<file path="src/design/psa_pkg.sv">
package psa_pkg;

  // Field widths of the command and result words
  localparam int SLOT_W    = 6;
  localparam int PRIO_W    = 8;
  localparam int VOL_W     = 7;
  localparam int CMD_W     = 2;
  localparam int ACT_W     = 6;

  // Configuration port
  localparam int CFG_W     = 7;
  localparam int CFG_IDX_W = 1;

  typedef enum logic [CFG_IDX_W-1:0] {
    REG_VOL_SCALE    = 1'b0,
    REG_ACTIVE_SLOTS = 1'b1
  } reg_idx_t;

  localparam logic [VOL_W-1:0] VOL_UNITY    = 7'h7f;
  localparam logic [ACT_W-1:0] ACTIVE_RESET = 6'd32;

  // Command codes
  typedef enum logic [CMD_W-1:0] {
    CMD_ADD    = 2'd0,
    CMD_REMOVE = 2'd1,
    CMD_FLUSH  = 2'd2
  } cmd_t;

  // Divide by 127: floor(x * 16514 / 2^21), exact for x below 16513
  localparam int PROD_W      = 2 * VOL_W;
  localparam int RECIP_W     = 15;
  localparam int RECIP_SHIFT = 21;
  localparam logic [RECIP_W-1:0] RECIP_K = 15'd16514;

  // One slot table entry
  typedef struct packed {
    logic              important;
    logic [PRIO_W-1:0] prio;
  } slot_ent_t;

endpackage

</file>
<file path="src/design/psa_if.sv">
// Command channel: one word per command
interface psa_in_if import psa_pkg::*; ();
  logic              valid;
  logic              ready;
  logic [CMD_W-1:0]  cmd;
  logic [SLOT_W-1:0] slot_in;
  logic [PRIO_W-1:0] prio;
  logic              important;
  logic [VOL_W-1:0]  max_vol;
  logic [VOL_W-1:0]  min_vol;

  modport source (output valid, cmd, slot_in, prio, important, max_vol, min_vol,
                  input ready);
  modport sink   (input valid, cmd, slot_in, prio, important, max_vol, min_vol,
                  output ready);
endinterface

// Result channel: one word per command
interface psa_out_if import psa_pkg::*; ();
  logic              valid;
  logic              ready;
  logic [SLOT_W-1:0] slot_out;
  logic              ok;
  logic              evicted;
  logic [VOL_W-1:0]  scaled_max_vol;
  logic [VOL_W-1:0]  scaled_min_vol;

  modport source (output valid, slot_out, ok, evicted, scaled_max_vol, scaled_min_vol,
                  input ready);
  modport sink   (input valid, slot_out, ok, evicted, scaled_max_vol, scaled_min_vol,
                  output ready);
endinterface

</file>
<file path="src/design/priority_slot_allocator_core.sv">
// Sequencing: remove, flush and unknown commands go from decode straight to the result word;
//   an add takes the free hint or scans the table, and on success writes the table and refreshes
//   the hint; the scan covers the effective slot count (active_slots capped at NUM_SLOTS).
// Throughput: one command at a time, set by the slot scan through the table RAM (one entry per
//   cycle) and the busy-bit sweep that rebuilds the free hint; input is ready again once the
//   result word is loaded. Reset: synchronous, active low; all slots free, hint at slot 0.
module priority_slot_allocator_core import psa_pkg::*; #(
  parameter int NUM_SLOTS = 32
) (
  input  logic                 clk,
  input  logic                 rst_n,
  psa_in_if.sink               in_ch,
  psa_out_if.source            out_ch,
  input  logic                 cfg_we,
  input  logic [CFG_IDX_W-1:0] cfg_idx,
  input  logic [CFG_W-1:0]     cfg_wdata
);

  localparam int IDX_W = (NUM_SLOTS > 1) ? $clog2(NUM_SLOTS) : 1;
  localparam int CNT_W = $clog2(NUM_SLOTS + 1);
  localparam logic [SLOT_W-1:0] NoSlot   = SLOT_W'(NUM_SLOTS);
  localparam logic [CNT_W-1:0]  SlotsMax = CNT_W'(NUM_SLOTS);

  typedef enum logic [5:0] {
    S_IDLE    = 6'b000001,
    S_DECODE  = 6'b000010,
    S_SCAN    = 6'b000100,
    S_WRITE   = 6'b001000,
    S_REFRESH = 6'b010000,
    S_DONE    = 6'b100000
  } state_t;

  // Control state
  state_t                 state_r, state_nxt;
  logic [VOL_W-1:0]       vol_scale_r, vol_scale_nxt;
  logic [ACT_W-1:0]       active_slots_r, active_slots_nxt;
  logic [NUM_SLOTS-1:0]   busy_r, busy_nxt;
  logic [IDX_W-1:0]       hint_r, hint_nxt;
  logic                   hint_vld_r, hint_vld_nxt;
  logic                   out_vld_r, out_vld_nxt;
  logic                   cmp_vld_r, cmp_vld_nxt;

  // Command word and working registers
  logic [CMD_W-1:0]       cmd_r, cmd_nxt;
  logic [SLOT_W-1:0]      handle_r, handle_nxt;
  logic [PRIO_W-1:0]      prio_r, prio_nxt;
  logic                   imp_r, imp_nxt;
  logic [CNT_W-1:0]       iss_r, iss_nxt;
  logic [IDX_W-1:0]       cmp_idx_r, cmp_idx_nxt;
  logic [IDX_W-1:0]       pick_r, pick_nxt;
  logic                   from_scan_r, from_scan_nxt;
  logic [CNT_W-1:0]       ref_r, ref_nxt;
  logic [SLOT_W-1:0]      res_slot_r, res_slot_nxt;
  logic                   ok_r, ok_nxt;
  logic                   ev_r, ev_nxt;
  logic                   add_ok_r, add_ok_nxt;

  // Result word
  logic [SLOT_W-1:0]      out_slot_r, out_slot_nxt;
  logic                   out_ok_r, out_ok_nxt;
  logic                   out_ev_r, out_ev_nxt;
  logic [VOL_W-1:0]       out_smax_r, out_smax_nxt;
  logic [VOL_W-1:0]       out_smin_r, out_smin_nxt;

  // Slot table RAM: importance and priority, valid only where the busy bit is set
  slot_ent_t              slot_mem [NUM_SLOTS];
  slot_ent_t              rd_data_r;
  logic [IDX_W-1:0]       rd_addr;
  logic                   mem_we;

  logic                   in_acc;
  logic [CNT_W-1:0]       eff_cnt;
  logic                   hint_ok;
  logic                   handle_ok;
  logic [IDX_W-1:0]       handle_idx;
  logic                   iss_in_range;
  logic                   cmp_free;
  logic                   cmp_evict;
  logic                   cmp_last;
  logic [VOL_W-1:0]       scaled_max;
  logic [VOL_W-1:0]       scaled_min;

  assign in_acc         = in_ch.valid && in_ch.ready;
  assign in_ch.ready    = (state_r == S_IDLE);

  assign out_ch.valid          = out_vld_r;
  assign out_ch.slot_out       = out_slot_r;
  assign out_ch.ok             = out_ok_r;
  assign out_ch.evicted        = out_ev_r;
  assign out_ch.scaled_max_vol = out_smax_r;
  assign out_ch.scaled_min_vol = out_smin_r;

  // Effective slot count: active_slots capped at the table size
  assign eff_cnt = ({3'b000, active_slots_r} > 9'(NUM_SLOTS)) ? SlotsMax
                                                              : CNT_W'(active_slots_r);

  assign hint_ok    = hint_vld_r && (CNT_W'(hint_r) < eff_cnt) && !busy_r[hint_r];
  assign handle_ok  = ({3'b000, handle_r} < 9'(eff_cnt));
  assign handle_idx = IDX_W'(handle_r);

  // Scan pipeline: address issued one cycle, entry compared the next
  assign iss_in_range = (iss_r < eff_cnt);
  assign rd_addr      = IDX_W'(iss_r);
  assign cmp_free     = !busy_r[cmp_idx_r];
  assign cmp_evict    = !rd_data_r.important && (rd_data_r.prio <= prio_r);
  assign cmp_last     = ((CNT_W'(cmp_idx_r) + CNT_W'(1)) == eff_cnt);

  assign mem_we = (state_r == S_WRITE);

  // Table RAM; the sequencer never reads while a write is in flight
  always_ff @(posedge clk) begin
    if (mem_we) begin
      slot_mem[pick_r] <= '{important: imp_r, prio: prio_r};
    end
    rd_data_r <= slot_mem[rd_addr];
  end

  psa_vol_scale u_vol_scale (
    .clk        (clk),
    .load       (in_acc),
    .vol_scale  (vol_scale_r),
    .max_vol    (in_ch.max_vol),
    .min_vol    (in_ch.min_vol),
    .scaled_max (scaled_max),
    .scaled_min (scaled_min)
  );

  // Sequencer
  always_comb begin
    state_nxt        = state_r;
    vol_scale_nxt    = vol_scale_r;
    active_slots_nxt = active_slots_r;
    busy_nxt         = busy_r;
    hint_nxt         = hint_r;
    hint_vld_nxt     = hint_vld_r;
    out_vld_nxt      = out_vld_r;
    cmp_vld_nxt      = cmp_vld_r;
    cmd_nxt          = cmd_r;
    handle_nxt       = handle_r;
    prio_nxt         = prio_r;
    imp_nxt          = imp_r;
    iss_nxt          = iss_r;
    cmp_idx_nxt      = cmp_idx_r;
    pick_nxt         = pick_r;
    from_scan_nxt    = from_scan_r;
    ref_nxt          = ref_r;
    res_slot_nxt     = res_slot_r;
    ok_nxt           = ok_r;
    ev_nxt           = ev_r;
    add_ok_nxt       = add_ok_r;
    out_slot_nxt     = out_slot_r;
    out_ok_nxt       = out_ok_r;
    out_ev_nxt       = out_ev_r;
    out_smax_nxt     = out_smax_r;
    out_smin_nxt     = out_smin_r;

    // register writes
    if (cfg_we) begin
      unique case (cfg_idx)
        REG_VOL_SCALE:    vol_scale_nxt    = cfg_wdata;
        REG_ACTIVE_SLOTS: active_slots_nxt = cfg_wdata[ACT_W-1:0];
        default: ;
      endcase
    end

    // output word taken
    if (out_ch.ready) begin
      out_vld_nxt = 1'b0;
    end

    unique case (state_r)
      S_IDLE: begin
        if (in_acc) begin
          cmd_nxt    = in_ch.cmd;
          handle_nxt = in_ch.slot_in;
          prio_nxt   = in_ch.prio;
          imp_nxt    = in_ch.important;
          state_nxt  = S_DECODE;
        end
      end

      S_DECODE: begin
        res_slot_nxt = NoSlot;
        ok_nxt       = 1'b0;
        ev_nxt       = 1'b0;
        add_ok_nxt   = 1'b0;
        state_nxt    = S_DONE;
        unique case (cmd_r)
          CMD_ADD: begin
            if (eff_cnt == '0) begin
              // no slots at all: add fails
            end else if (hint_ok) begin
              pick_nxt      = hint_r;
              from_scan_nxt = 1'b0;
              ok_nxt        = 1'b1;
              add_ok_nxt    = 1'b1;
              res_slot_nxt  = SLOT_W'(hint_r);
              state_nxt     = S_WRITE;
            end else begin
              iss_nxt     = '0;
              cmp_vld_nxt = 1'b0;
              state_nxt   = S_SCAN;
            end
          end
          CMD_REMOVE: begin
            if (handle_ok) begin
              ok_nxt       = 1'b1;
              res_slot_nxt = handle_r;
              if (busy_r[handle_idx]) begin
                busy_nxt[handle_idx] = 1'b0;
                hint_nxt             = handle_idx;
                hint_vld_nxt         = 1'b1;
              end
            end
          end
          CMD_FLUSH: begin
            busy_nxt     = '0;
            hint_nxt     = '0;
            hint_vld_nxt = 1'b1;
            ok_nxt       = 1'b1;
          end
          default: ;
        endcase
      end

      S_SCAN: begin
        cmp_vld_nxt = iss_in_range;
        cmp_idx_nxt = IDX_W'(iss_r);
        if (iss_in_range) begin
          iss_nxt = iss_r + CNT_W'(1);
        end
        // first slot in index order that is free or evictable
        if (cmp_vld_r) begin
          if (cmp_free || cmp_evict) begin
            pick_nxt      = cmp_idx_r;
            from_scan_nxt = 1'b1;
            ok_nxt        = 1'b1;
            add_ok_nxt    = 1'b1;
            ev_nxt        = !cmp_free;
            res_slot_nxt  = SLOT_W'(cmp_idx_r);
            state_nxt     = S_WRITE;
          end else if (cmp_last) begin
            state_nxt = S_DONE;
          end
        end
      end

      S_WRITE: begin
        busy_nxt[pick_r] = 1'b1;
        hint_vld_nxt     = 1'b0;
        // after a scan every slot below the pick is busy
        ref_nxt   = from_scan_r ? (CNT_W'(pick_r) + CNT_W'(1)) : '0;
        state_nxt = S_REFRESH;
      end

      S_REFRESH: begin
        if (ref_r < eff_cnt) begin
          if (!busy_r[IDX_W'(ref_r)]) begin
            hint_nxt     = IDX_W'(ref_r);
            hint_vld_nxt = 1'b1;
            state_nxt    = S_DONE;
          end else begin
            ref_nxt = ref_r + CNT_W'(1);
          end
        end else begin
          state_nxt = S_DONE;
        end
      end

      S_DONE: begin
        if (!out_vld_r || out_ch.ready) begin
          out_vld_nxt  = 1'b1;
          out_slot_nxt = res_slot_r;
          out_ok_nxt   = ok_r;
          out_ev_nxt   = ev_r;
          out_smax_nxt = add_ok_r ? scaled_max : '0;
          out_smin_nxt = add_ok_r ? scaled_min : '0;
          state_nxt    = S_IDLE;
        end
      end

      default: state_nxt = S_IDLE;
    endcase
  end

  // Control registers
  always_ff @(posedge clk) begin
    if (!rst_n) begin
      state_r        <= S_IDLE;
      vol_scale_r    <= VOL_UNITY;
      active_slots_r <= ACTIVE_RESET;
      busy_r         <= '0;
      hint_r         <= '0;
      hint_vld_r     <= 1'b1;
      out_vld_r      <= 1'b0;
      cmp_vld_r      <= 1'b0;
    end else begin
      state_r        <= state_nxt;
      vol_scale_r    <= vol_scale_nxt;
      active_slots_r <= active_slots_nxt;
      busy_r         <= busy_nxt;
      hint_r         <= hint_nxt;
      hint_vld_r     <= hint_vld_nxt;
      out_vld_r      <= out_vld_nxt;
      cmp_vld_r      <= cmp_vld_nxt;
    end
  end

  // Payload registers
  always_ff @(posedge clk) begin
    cmd_r       <= cmd_nxt;
    handle_r    <= handle_nxt;
    prio_r      <= prio_nxt;
    imp_r       <= imp_nxt;
    iss_r       <= iss_nxt;
    cmp_idx_r   <= cmp_idx_nxt;
    pick_r      <= pick_nxt;
    from_scan_r <= from_scan_nxt;
    ref_r       <= ref_nxt;
    res_slot_r  <= res_slot_nxt;
    ok_r        <= ok_nxt;
    ev_r        <= ev_nxt;
    add_ok_r    <= add_ok_nxt;
    out_slot_r  <= out_slot_nxt;
    out_ok_r    <= out_ok_nxt;
    out_ev_r    <= out_ev_nxt;
    out_smax_r  <= out_smax_nxt;
    out_smin_r  <= out_smin_nxt;
  end

endmodule

</file>
<file path="src/design/psa_vol_scale.sv">
// Volume scaler: v * scale / 127, truncating.
// Stage one registers the products, stage two is a constant reciprocal multiply.
module psa_vol_scale import psa_pkg::*; (
  input  logic             clk,
  input  logic             load,
  input  logic [VOL_W-1:0] vol_scale,
  input  logic [VOL_W-1:0] max_vol,
  input  logic [VOL_W-1:0] min_vol,
  output logic [VOL_W-1:0] scaled_max,
  output logic [VOL_W-1:0] scaled_min
);

  localparam int FULL_W = PROD_W + RECIP_W;

  logic [PROD_W-1:0] prod_max_r, prod_max_nxt;
  logic [PROD_W-1:0] prod_min_r, prod_min_nxt;
  logic [FULL_W-1:0] q_max_full;
  logic [FULL_W-1:0] q_min_full;

  // Capture products when a word is taken
  always_comb begin
    prod_max_nxt = prod_max_r;
    prod_min_nxt = prod_min_r;
    if (load) begin
      prod_max_nxt = PROD_W'(max_vol) * PROD_W'(vol_scale);
      prod_min_nxt = PROD_W'(min_vol) * PROD_W'(vol_scale);
    end
  end

  always_ff @(posedge clk) begin
    prod_max_r <= prod_max_nxt;
    prod_min_r <= prod_min_nxt;
  end

  // Reciprocal multiply in place of the divide
  assign q_max_full = FULL_W'(prod_max_r) * FULL_W'(RECIP_K);
  assign q_min_full = FULL_W'(prod_min_r) * FULL_W'(RECIP_K);

  assign scaled_max = q_max_full[RECIP_SHIFT +: VOL_W];
  assign scaled_min = q_min_full[RECIP_SHIFT +: VOL_W];

endmodule

</file>
<file path="src/flat_wrapper.sv">
// flat-port wrapper written by rule: the top's interface ports become plain ports
module priority_slot_allocator_core_flat import psa_pkg::*;
#(
  parameter int NUM_SLOTS = 32
)
  (clk, rst_n, cfg_we, cfg_idx, cfg_wdata, in_ch_valid, in_ch_cmd, in_ch_slot_in, in_ch_prio, in_ch_important, in_ch_max_vol, in_ch_min_vol, in_ch_ready, out_ch_valid, out_ch_slot_out, out_ch_ok, out_ch_evicted, out_ch_scaled_max_vol, out_ch_scaled_min_vol, out_ch_ready);
  psa_in_if in_ch_i ();
  psa_out_if out_ch_i ();
  input  logic clk;
  input  logic rst_n;
  input  logic cfg_we;
  input  logic [CFG_IDX_W-1:0] cfg_idx;
  input  logic [CFG_W-1:0] cfg_wdata;
  input wire logic [$bits(in_ch_i.valid)-1:0] in_ch_valid;
  input wire logic [$bits(in_ch_i.cmd)-1:0] in_ch_cmd;
  input wire logic [$bits(in_ch_i.slot_in)-1:0] in_ch_slot_in;
  input wire logic [$bits(in_ch_i.prio)-1:0] in_ch_prio;
  input wire logic [$bits(in_ch_i.important)-1:0] in_ch_important;
  input wire logic [$bits(in_ch_i.max_vol)-1:0] in_ch_max_vol;
  input wire logic [$bits(in_ch_i.min_vol)-1:0] in_ch_min_vol;
  output wire logic [$bits(in_ch_i.ready)-1:0] in_ch_ready;
  output wire logic [$bits(out_ch_i.valid)-1:0] out_ch_valid;
  output wire logic [$bits(out_ch_i.slot_out)-1:0] out_ch_slot_out;
  output wire logic [$bits(out_ch_i.ok)-1:0] out_ch_ok;
  output wire logic [$bits(out_ch_i.evicted)-1:0] out_ch_evicted;
  output wire logic [$bits(out_ch_i.scaled_max_vol)-1:0] out_ch_scaled_max_vol;
  output wire logic [$bits(out_ch_i.scaled_min_vol)-1:0] out_ch_scaled_min_vol;
  input wire logic [$bits(out_ch_i.ready)-1:0] out_ch_ready;
  assign in_ch_i.valid = in_ch_valid;
  assign in_ch_i.cmd = in_ch_cmd;
  assign in_ch_i.slot_in = in_ch_slot_in;
  assign in_ch_i.prio = in_ch_prio;
  assign in_ch_i.important = in_ch_important;
  assign in_ch_i.max_vol = in_ch_max_vol;
  assign in_ch_i.min_vol = in_ch_min_vol;
  assign in_ch_ready = in_ch_i.ready;
  assign out_ch_valid = out_ch_i.valid;
  assign out_ch_slot_out = out_ch_i.slot_out;
  assign out_ch_ok = out_ch_i.ok;
  assign out_ch_evicted = out_ch_i.evicted;
  assign out_ch_scaled_max_vol = out_ch_i.scaled_max_vol;
  assign out_ch_scaled_min_vol = out_ch_i.scaled_min_vol;
  assign out_ch_i.ready = out_ch_ready;
  priority_slot_allocator_core #(.NUM_SLOTS(NUM_SLOTS)) u_core (.clk(clk), .rst_n(rst_n), .in_ch(in_ch_i), .out_ch(out_ch_i), .cfg_we(cfg_we), .cfg_idx(cfg_idx), .cfg_wdata(cfg_wdata));
endmodule
</file>
<file path="config.mk">
export PLATFORM = sky130hd
export DESIGN_NAME = priority_slot_allocator_core_flat
export DESIGN_NICKNAME = d
export VERILOG_FILES = /design/src/design/psa_pkg.sv /design/src/design/psa_if.sv /design/src/design/priority_slot_allocator_core.sv /design/src/design/psa_vol_scale.sv /design/src/flat_wrapper.sv
export SDC_FILE = /design/constraint.sdc
export NUM_CORES = 1
export LEC_CHECK = 0
export CELL_PAD_IN_SITES_DETAIL_PLACEMENT = 0
export CELL_PAD_IN_SITES_GLOBAL_PLACEMENT = 1
export CORE_ASPECT_RATIO = 1.25
export CORE_MARGIN = 3
export CORE_UTILIZATION = 30
export CTS_CLUSTER_DIAMETER = 50
export DETAILED_ROUTE_END_ITERATION = 12
export DONT_BUFFER_PORTS = 1
export PLACE_DENSITY = 0.51
export SLEW_MARGIN = 20
export SYNTH_ARGS = -nofsm -noshare
export SYNTH_HDL_FRONTEND = slang
export SYNTH_SLANG_ARGS = --single-unit
</file>
<file path="constraint.sdc">
create_clock -name clk -period 5.5 [get_ports clk]
set_input_delay 0.275 -clock clk [delete_from_list [all_inputs] [get_ports clk]]
set_output_delay 0.275 -clock clk [all_outputs]
set_load 0.02 [all_outputs]
</file>
==> results of run 1 <==
-- critical path: stages (launching register included) --
cell	delay (ps)
dfxtp_1	610
nand2_1	150
fa_1	530
fa_1	550
inv_1	60
fa_1	530
inv_1	50
fa_1	540
inv_1	40
ha_1	330
or3_1	360
o211a_1	130
a41oi_1	250
nor2b_1	180
xnor2_1	70
-- through the flow --
stage	instance area (um^2)	setup slack (ps)	total power, mW
after CTS	28000	797	11.9
final	28000	849	11.6
after global routing	28000	541	12.5
after global placement	25500	823	7.75
after detailed placement	25500	801	7.78
after floorplan	24100	1080	6.87
-- worst min path at each step --
stage | startpoint | end | slack, ps | cells after the start
finish | in_ch_min_vol[0] | u_core.u_vol_scale.prod_min_r[1] | 50 | 2
CTS | in_ch_min_vol[0] | u_core.u_vol_scale.prod_min_r[1] | 8 | 2
global placement | rst_n | u_core.active_slots_r[5] | 360 | 1
detailed placement | rst_n | u_core.vol_scale_r[5] | 360 | 1
global route | in_ch_min_vol[0] | u_core.u_vol_scale.prod_min_r[1] | 20 | 2
floorplan | in_ch_cmd[0] | u_core.cmd_r[0] | 370 | 0
-- layer usage --
| layer | wire [um] | part of all wire, % |
|---|---|---|
| met1 | 27600 | 44 |
| met2 | 31100 | 49 |
| met3 | 2780 | 4.4 |
| met4 | 1400 | 2.2 |
| met5 | 0 | 0 |
-- placed cells by master (no fill, tap or decap), types with 9 or more instances in the layout --
cell           count
edfxtp_1         387
ha_1             196
mux4_2           114
nand2_1           93
and2_1            85
inv_1             77
a21oi_1           76
dfxtp_1           68
clkbuf_16         64
nor2_1            55
nand3_1           50
fa_1              48
buf_4             43
dlygate4sd3_1     37
o221a_2           33
xnor2_1           27
o21ai_0           26
mux2_2            21
xor2_1            17
a21o_1            15
mux2i_1           15
nor3_1            13
nand2b_1          12
o21bai_1          11
inv_6             11
nor3b_1           10
nand4_1            9
clkinv_2           9
-- power by group through the flow --
stage / Clock, mW / Combinational (mW) / Sequential, mW
3_3_place_gp: 0 / 3.27 / 4.48
5_1_grt: 4.23 / 3.89 / 4.42
6_report: 3.96 / 3.29 / 4.39
2_1_floorplan: 0 / 2.48 / 4.39
4_1_cts: 4.09 / 3.37 / 4.41
3_5_place_dp: 0 / 3.30 / 4.48
-- kinds of logic after synthesis --
kind of cell               share of synthesized area [%]
buffers and inverters                               2.48
muxes                                               12.5
and+or+nand+nor                                     8.60
adders and majority gates                           14.2
xor gates and xnor gates                            1.60
AOI/OAI and AO/OA                                   6.80
DFF                                                 53.9
-- layout make-up --
| class | count | area (um^2) | share of cell area [%] |
|---|---|---|---|
| sequential | 455 | 13000 | 46.4 |
| multi-input combinational | 1061 | 10500 | 37.7 |
| clock buffer | 70 | 1650 | 5.91 |
| tap | 1053 | 1320 | 4.71 |
| timing repair buffer | 84 | 776 | 2.77 |
| clock inverter | 40 | 417 | 1.49 |
| inverter | 81 | 304 | 1.09 |
-- sequential cells by signal, summed over array words and instances (netlist names), 7 cells and up --
signal,flops
u_core.slot_mem,288
u_core.busy_r,32
u_core.u_vol_scale.prod_max_r,14
u_core.u_vol_scale.prod_min_r,14
u_core.rd_data_r,9
u_core.prio_r,8
u_core.out_ch.scaled_max_vol,7
u_core.out_ch.scaled_min_vol,7
u_core.vol_scale_r,7
==> out/results.md, run 1 <==
* quantity of hold-fixing buffers added after cts: 38
* worst supply voltage drop on vdd: 279 uV
* Setup crit end kind: flop
* setup TNS: 0 ps
* number of sinks on the clock net: 455
* largest clock skew in the final design: 79.4 ps
* Num CTS Buffers: 60
* commonest cells in the synthesized netlist: edfxtp_1 (387), ha_1 (196), mux4_2 (114)
* Core ar.: 79100 um^2
* clock tree from TritonCTS: built
* power dissipated by switching net loads: 3.72 mW
* routability-driven placement congestion ratio: 0.765
* relative slew slack: 29.1%
* max cap viols: 0
* largest fanout on the critical path: 15
* leakage power total: 10.4 nW
* pin count of the biggest net entering global routing: 75
* Detailed Place HPWL: 43000 um
* RR Endpoint: u_core.u_vol_scale.prod_min_r[11]
* number of endpoints failing setup at the final stage: 0
* Routed WL per cell: 22.1 um
* combinational share of power: 28.3%
* proportion of layout cells with a drive suffix above 1: 19.3%
* setup bufs post-CTS: 0
* synth-to-layout area growth: 16.2%
* power share of the sequential group: 37.7%
* number of iterations in the first detailed-routing pass: 5
* ratio of final minimum period to clock period: 84.6%
* share of synthesized area occupied by flip-flops and latches: 53.9%
* count of flip-flops with a built-in enable after synthesis: 387
* met1 GRT Util: 19.8%
* met2 usage in global routing: 25.9%
* share of power burned in the clock network: 34.0%
* worst-case hold slack: 54.2 ps
* Critical Path End: u_core.u_vol_scale.prod_min_r[11]
* Die X: 259 um
* combined global-route utilization of all metal layers: 15.1%
* Synth Warn #: 0
* met3 track demand over resource: 2.67%
* buffer depth of the longest clock path: 3
* remaining global-route overflow: 0
* wire length of the first global-routing pass: 95400 um
* required time of the critical path: 5840 ps
* full die area: 83800 um^2
* worst-case reg-to-reg path depth: 14
* buffers added on ports: 0
* top flip-flop cell by instance count after synthesis: edfxtp_1
* area share of the leading cell type in the synthesized netlist: 48.2%
* worst reg-to-reg setup slack: 850 ps
* antenna violations before repair: 2
* total power per unit cell area: 416 nW/um^2
* leading post-synthesis cells by cell area: edfxtp_1 (48%), mux4_2 (11%), ha_1 (10%)
* number of core rows: 115
* routed vias: 14200
* Tightest Hold Check Type: in2reg
* number of levels in the clock H-tree: 2
* clock root buffer: clkbuf_16
* die outline height: 323 um
* library cell occupying the most area in the post-synthesis netlist: edfxtp_1
* Slew @ Worst Pin: 1060 ps
* Avg Inst Size Synth: 14.4 um^2
* Top Ports: 68
* data arrival time of the critical path: 4990 ps
* filler cell count: 7715
* quantity of gates resized following cts: 0
* diode insertion count for antenna repair: 0
* count of endpoints failing hold in the final timing report: 0
* Final nets: 2031
* final standard cell utilization of the core: 35.4%
* critical path start-end classification: reg2reg
* Skew-Pair Late Insertion Delay: 670 ps
* Netlist cell types: 72
* Worst Setup SP: u_core.vol_scale_r[6]
* post-synthesis instance area: 24100 um^2
* post-synthesis sequential element count: 455
* switching portion of total power: 32.0%
* number of global-route vias before repair: 14900
* synthesized net count: 1961
* post-route antenna net violation count: 0
* final slew viol count: 0
* DRT Wirelength: 62800 um
* effective utilization at floorplan: 30.4%
* most used routing layer: met2
* peak clock frequency supported by timing: 215 MHz
* first-iteration detailed-routing DRC count: 897
* clock transition at the registers of the reported paths: 50 ps
* total DRC errors in the routed layout: 0
* internal cell power: 7.92 mW
* status: finished, final reports clean
* reg-to-reg critical path startpoint: u_core.vol_scale_r[6]
* CP Launch Type: flop
* Post-synth ARST share: 0%
* unrepaired setup endpoints after global routing: false
* Period minus WS final: 4650 ps
* average vias per placed instance: 5.01
* non-filler instance count after layout: 2844
* count leader, synth: edfxtp_1
* Post-Synthesis Cells: 1673
* Cell Count Post-Placement: 2695
(Power assumes the default switching activity.)
==> inputs of run 2 (changes only) <==
--- a/config.mk
+++ b/config.mk
@@ -13,7 +13,7 @@
 export CTS_CLUSTER_DIAMETER = 50
 export DETAILED_ROUTE_END_ITERATION = 12
 export DONT_BUFFER_PORTS = 1
-export PLACE_DENSITY = 0.51
+export PLACE_DENSITY = 0.53
 export SLEW_MARGIN = 20
 export SYNTH_ARGS = -nofsm -noshare
 export SYNTH_HDL_FRONTEND = slang
==> constraint.sdc (replaced) <==
create_clock -name clk -period 3.7 [get_ports clk]
set_input_delay 0.185 -clock clk [delete_from_list [all_inputs] [get_ports clk]]
set_output_delay 0.185 -clock clk [all_outputs]
set_load 0.02 [all_outputs]
==> out/results.md, run 2 (synthesis results as in run 1) <==
* violations in the final reports: setup timing
* combined global-route utilization of all metal layers: 15.3%, was 15.1%
* power share of the sequential group: 35.8%, was 37.7%
* Skew-Pair Late Insertion Delay: 640 ps, was 670 ps
* final standard cell utilization of the core: 36.4%, was 35.4%
* number of global-route vias before repair: 15400, was 14900
* effective utilization at floorplan: 30.4%, unchanged
* routed vias: 14500, was 14200
* largest fanout on the critical path: 4, was 15
* combined area of the multi-input logic cells: 10800 um^2, was 10500 um^2
* filler cell count: 7626, was 7715
* placed inst area: 26300 um^2, was 25500 um^2
* synth-to-layout area growth: 19.6%, was 16.2%
* Slew @ Worst Pin: 920 ps, was 1060 ps
* reg-to-reg critical path startpoint: u_core.vol_scale_r[3], was u_core.vol_scale_r[6]
* fin worst setup slack: -295 ps, was 849 ps
* number of cells on the worst hold path: 3, was 2
* Cell Count Post-Placement: 2786, was 2695
* RR Endpoint: u_core.u_vol_scale.prod_min_r[13], was u_core.u_vol_scale.prod_min_r[11]
* DRT Wirelength: 63500 um, was 62800 um
* number of levels in the clock H-tree: 2, unchanged
* worst-case reg-to-reg path depth: 15, was 14
* worst setup slack after placement: -397 ps, was 801 ps
* worst reg-to-reg setup slack: -290 ps, was 850 ps
* die outline height: 323 um, unchanged
* post-route antenna net violation count: 0, unchanged
* full die area: 83800 um^2, unchanged
* total power per unit cell area: 629 nW/um^2, was 416 nW/um^2
* number of core rows: 115, unchanged
* worst supply voltage drop on vdd: 488 uV, was 279 uV
* relative slew slack: 38.5%, was 29.1%
* combinational share of power: 34.4%, was 28.3%
* ratio of final minimum period to clock period: 108%, was 84.6%
* proportion of layout cells with a drive suffix above 1: 24.6%, was 19.3%
* final slew viol count: 0, unchanged
* Core ar.: 79100 um^2, unchanged
* status: complete, but fails checks, was finished, final reports clean
* share of power burned in the clock network: 29.8%, was 34.0%
* largest clock skew in the final design: 57.9 ps, was 79.4 ps
* buffer depth of the longest clock path: 3, unchanged
* clock tree from TritonCTS: built, unchanged
* Period minus WS final: 3990 ps, was 4650 ps
* pin count of the biggest net entering global routing: 73, was 75
* Setup crit end kind: flop, unchanged
* area taken by flip-flops and latches: 13000 um^2, about the same
* Top Ports: 68, unchanged
* total DRC errors in the routed layout: 0, unchanged
* antenna violations before repair: 2, unchanged
* post-route standard cell area excluding fillers: 28800 um^2, was 28000 um^2
* wire length of the first global-routing pass: 97000 um, was 95400 um
* clock transition at the registers of the reported paths: 50 ps, about the same
* required time of the critical path: 4020 ps, was 5840 ps
* clock root buffer: clkbuf_16, unchanged
* Die X: 259 um, unchanged
* number of iterations in the first detailed-routing pass: 5, unchanged
* Final nets: 2127, was 2031
* count of endpoints failing hold in the final timing report: 0, unchanged
* leakage power total: 10.8 nW, was 10.4 nW
* average vias per placed instance: 4.94, was 5.01
* non-filler instance count after layout: 2936, was 2844
* power dissipated by switching net loads: 5.73 mW, was 3.72 mW
* number of endpoints failing setup at the final stage: 12, was 0
* diode insertion count for antenna repair: 0, unchanged
* commonest non-fill, non-tap cell in the layout: edfxtp_1, unchanged
* remaining global-route overflow: 0, unchanged
* Num CTS Buffers: 53, was 60
* Routed WL per cell: 21.6 um, was 22.1 um
* buffers added on ports: 0, unchanged
* internal cell power: 12.4 mW, was 7.92 mW
* critical path start-end classification: reg2reg, unchanged
* setup TNS: -2290 ps, was 0 ps
* largest reg by FF count: u_core.slot_mem, unchanged
* CP Launch Type: flop, unchanged
* routability-driven placement congestion ratio: 0.826, was 0.765
* number of flip-flops under the largest register name: 288, unchanged
* first-iteration detailed-routing DRC count: 790, was 897
* largest registers ranked by flip-flop count: u_core.slot_mem (288), u_core.busy_r (32), unchanged
* Detailed Place HPWL: 45200 um, was 43000 um
* Pwr Total: 18.1 mW, was 11.6 mW
* switching portion of total power: 31.7%, was 32.0%
* max cap viols: 0, unchanged
* hold path endpoint: u_core.u_vol_scale.prod_max_r[2], was u_core.u_vol_scale.prod_min_r[1]
* data arrival time of the critical path: 4320 ps, was 4990 ps
* worst-case hold slack: 92.2 ps, was 54.2 ps
* Tightest Hold Check Type: in2reg, unchanged
* peak clock frequency supported by timing: 250 MHz, was 215 MHz
* number of sinks on the clock net: 455, unchanged
* unrepaired setup endpoints after global routing: true, was false
* Hold Path Origin: in_ch_max_vol[2], was in_ch_min_vol[0]
* commonest cells after routing, fill and taps aside: edfxtp_1 (387), ha_1 (191), buf_4 (137), mux4_2 (114), nand2_1 (90), was edfxtp_1 (387), ha_1 (196), mux4_2 (114), nand2_1 (93), and2_1 (85)
## run 2: cell count changes in the layout (fill, tap and decap cells not counted), moves of 6 or more
| cell | delta |
|---|---|
| inv_6 | -9 |
| a21oi_1 | -8 |
| clkbuf_16 | -11 |
| dlygate4sd3_1 | +7 |
| nor2_1 | +6 |
| a21oi_2 | +7 |
| buf_4 | +94 |
| nor2_2 | -6 |
| dfxtp_1 | -6 |
## run 2: per-layer routing
metal  global-route usage, %  vias to the layer above  share of wire [%]
met4                    4.01                        0                2.3
met3                    2.41                       83                3.7
li1                        -                     6772                  -
met2                    27.0                      261                 51
met5                       0                        -                  0
met1                    19.7                     7397                 43
## run 2: cell type report
type	count	share of cell area, %
sequential	455	45.1
multi-input combinational	1061	37.4
timing repair buffer	187	5.53
clock buffer	66	4.94
tap	1053	4.57
clock inverter	33	1.40
inverter	81	1.05
## run 2: power by group through the flow
stage	sequential, mW	combinational [mW]	clock (mW)
after floorplan	6.53	3.90	0
after global routing	6.52	7.13	5.74
after CTS	6.50	6.20	5.56
after detailed placement	6.60	5.83	0
after global placement	6.62	5.74	0
final	6.49	6.22	5.40
## run 2: worst max-delay path by stage
stage | start | end | slack, ps | depth (start not counted)
after floorplan | u_core.vol_scale_r[3] | u_core.u_vol_scale.prod_min_r[11] | -310 | 16
after global placement | u_core.vol_scale_r[2] | u_core.u_vol_scale.prod_max_r[12] | -340 | 14
after detailed placement | u_core.vol_scale_r[1] | u_core.u_vol_scale.prod_max_r[12] | -400 | 14
after CTS | u_core.vol_scale_r[3] | u_core.u_vol_scale.prod_min_r[11] | -310 | 15
after global routing | u_core.vol_scale_r[3] | u_core.u_vol_scale.prod_min_r[13] | -450 | 15
final | u_core.vol_scale_r[3] | u_core.u_vol_scale.prod_min_r[13] | -290 | 15
## run 2: what timing repair did
item / CTS / global route
resized for setup: 27 / 14
hold buffers: 45 / 0
endpoints found under the hold margin: 80 / 0
setup buffers: 4 / 3
pin swaps: 16 / 10
endpoints found under the setup margin: 16 / 21
## run 2: worst max-delay path, cell delays in order (launching register included)
cell     delay, ps
dfxtp_2        330
and2_4         140
fa_1           530
inv_1           50
fa_1           490
inv_2           40
fa_1           470
inv_1           50
fa_1           490
inv_2           50
ha_4           200
or3_1          370
o211a_1        140
a41oi_2        160
a21oi_1        100
xnor2_1        140
==> inputs of run 3 (changes only) <==
==> constraint.sdc (replaced) <==
create_clock -name clk -period 3.3 [get_ports clk]
set_input_delay 0.165 -clock clk [delete_from_list [all_inputs] [get_ports clk]]
set_output_delay 0.165 -clock clk [all_outputs]
set_load 0.02 [all_outputs]
==> out/results.md, run 3 (synthesis results as in run 1) <==
* status: complete, but fails checks, unchanged
* violations in the final reports: setup timing, unchanged
* Top Ports: 68, unchanged
* post-route antenna net violation count: 0, unchanged
* largest clock skew in the final design: 58.7 ps, was 57.9 ps
* power dissipated by switching net loads: 7.10 mW, was 5.73 mW
* CP Launch Type: flop, unchanged
* routed vias: 15000, was 14500
* proportion of layout cells with a drive suffix above 1: 29.4%, was 24.6%
* leakage power total: 11.2 nW, was 10.8 nW
* die outline height: 323 um, unchanged
* combined global-route utilization of all metal layers: 15.7%, was 15.3%
* number of global-route vias before repair: 15900, was 15400
* buffer depth of the longest clock path: 3, unchanged
* Routed WL per cell: 21.7 um, was 21.6 um
* largest registers ranked by flip-flop count: u_core.slot_mem (288), u_core.busy_r (32), unchanged
* non-filler instance count after layout: 3014, was 2936
* peak clock frequency supported by timing: 249 MHz, was 250 MHz
* number of levels in the clock H-tree: 2, unchanged
* remaining global-route overflow: 0, unchanged
* number of endpoints failing setup at the final stage: 21, was 12
* placed inst area: 26800 um^2, was 26300 um^2
* Slew @ Worst Pin: 835 ps, was 920 ps
* Detailed Place HPWL: 45800 um, was 45200 um
* final slew viol count: 0, unchanged
* routability-driven placement congestion ratio: 0.808, was 0.826
* critical path start-end classification: reg2reg, unchanged
* filler cell count: 7545, was 7626
* average vias per placed instance: 4.99, was 4.94
* final standard cell utilization of the core: 37.9%, was 36.4%
* post-route standard cell area excluding fillers: 30000 um^2, was 28800 um^2
* full die area: 83800 um^2, unchanged
* Num CTS Buffers: 59, was 53
* Cell Count Post-Placement: 2837, was 2786
* number of core rows: 115, unchanged
* clock tree from TritonCTS: built, unchanged
* Skew-Pair Late Insertion Delay: 660 ps, was 640 ps
* fin worst setup slack: -718 ps, was -295 ps
* commonest cells after routing, fill and taps aside: edfxtp_1 (387), buf_4 (191), ha_1 (173), mux4_2 (114), nand2_1 (92), was edfxtp_1 (387), ha_1 (191), buf_4 (137), mux4_2 (114), nand2_1 (90)
* total DRC errors in the routed layout: 0, unchanged
* internal cell power: 15.0 mW, was 12.4 mW
* number of flip-flops under the largest register name: 288, unchanged
* clock root buffer: clkbuf_16, unchanged
* Setup crit end kind: flop, unchanged
* relative slew slack: 43.9%, was 38.5%
* number of sinks on the clock net: 455, unchanged
* ratio of final minimum period to clock period: 122%, was 108%
* unrepaired setup endpoints after global routing: true, unchanged
* synth-to-layout area growth: 24.5%, was 19.6%
* Core ar.: 79100 um^2, unchanged
* count of endpoints failing hold in the final timing report: 0, unchanged
* wire length of the first global-routing pass: 99200 um, was 97000 um
* first-iteration detailed-routing DRC count: 975, was 790
* switching portion of total power: 32.2%, was 31.7%
* required time of the critical path: 3660 ps, was 4020 ps
* DRT Wirelength: 65400 um, was 63500 um
* clock transition at the registers of the reported paths: 60 ps, was 50 ps
* pin count of the biggest net entering global routing: 53, was 73
* total power per unit cell area: 736 nW/um^2, was 629 nW/um^2
* buffers added on ports: 0, unchanged
* antenna violations before repair: 3, was 2
* Final nets: 2198, was 2127
* share of power burned in the clock network: 29.8%, about the same
* max cap viols: 0, unchanged
* Period minus WS final: 4020 ps, was 3990 ps
* effective utilization at floorplan: 30.4%, unchanged
* number of iterations in the first detailed-routing pass: 5, unchanged
* combinational share of power: 37.4%, was 34.4%
* data arrival time of the critical path: 4370 ps, was 4320 ps
* commonest non-fill, non-tap cell in the layout: edfxtp_1, unchanged
* worst supply voltage drop on vdd: 524 uV, was 488 uV
* power share of the sequential group: 32.8%, was 35.8%
* combined area of the multi-input logic cells: 11200 um^2, was 10800 um^2
* Tightest Hold Check Type: in2reg, unchanged
* largest fanout on the critical path: 3, was 4
* area taken by flip-flops and latches: 13000 um^2, about the same
* Die X: 259 um, unchanged
* largest reg by FF count: u_core.slot_mem, unchanged
* diode insertion count for antenna repair: 0, unchanged
==> run 3: cell types whose count changed in the layout (fill, tap and decap cells not counted), sizes merged <==
cell | before | now
bufinv | 6 | 2
clkinv | 23 | 20
clkinvlp | 2 | 3
buf | 143 | 202
dlygate4sd3 | 44 | 50
clkbuf | 66 | 78
inv | 83 | 90
==> run 3: worst paths after layout <==
check	from	to	slack [ps]	depth (start not counted)
max	u_core.vol_scale_r[3]	u_core.u_vol_scale.prod_min_r[11]	-720	15
min	in_ch_max_vol[2]	u_core.u_vol_scale.prod_max_r[2]	40	3
max reg2reg	u_core.vol_scale_r[3]	u_core.u_vol_scale.prod_min_r[11]	-720	15
min reg2reg	u_core.active_slots_r[2]	u_core.active_slots_r[2]	480	2
==> run 3: power groups by stage <==
stage               registers, mW  clock network (mW)  logic, mW
finish                       7.25                6.57       8.25
CTS                          7.26                6.76       7.79
floorplan                    7.32                   0       4.46
detailed placement           7.38                   0       7.06
global route                 7.29                6.98       9.35
global placement             7.39                   0       6.93
==> run 3: layer usage <==
layer | up-vias | share of wire, % | GRT usage (%)
met1 | 7671 | 42 | 19.9
met2 | 339 | 51 | 27.4
li1 | 6938 | - | -
met5 | - | 0.020 | 0
met3 | 92 | 5.1 | 3.17
met4 | 2 | 2.1 | 4.04
==> run 3: what timing repair did <==
item                                   4_1_cts  5_1_grt
cloned                                       0        0
pin swaps                                   53       46
gates resized for setup                     59       31
hold buffers                                51        0
setup buffers                               10        8
endpoints found under the hold margin       82        0
setup endpoints to repair                   29       30
==> run 3: layout make-up <==
type                    count  area share [%]
flip-flops and latches    455            43.3
well taps                1053            4.39
repair buffers            252            7.12
clock buffers              78            5.54
inverters                  81            1.01
clock inverters            34            1.33
multi-input cells        1061            37.3
==> run 3: worst max-delay path, cell delays in order, from the launching register on <==
cell and delay (ps):
dfxtp_4 340, and2_4 130, fa_1 530, inv_1 50, fa_1 470, inv_1 50
fa_1 470, inv_1 50, fa_1 490, inv_2 50, ha_4 200, or3_1 360
o211a_1 140, a41oi_2 180, nor2b_4 180, xnor2_1 70
==> run 3: through the flow <==
stage                     total power [mW]  TNS, ps  hold WS [ps]  setup slack, ps
after floorplan                       11.8    -5660           264             -708
after global placement                14.3   -10690           250             -702
final                                 22.1    -8280          38.8             -718
after global routing                  23.6   -11760          47.0             -874
after CTS                             21.8    -9240          1.05             -741
after detailed placement              14.4   -11050           250             -736
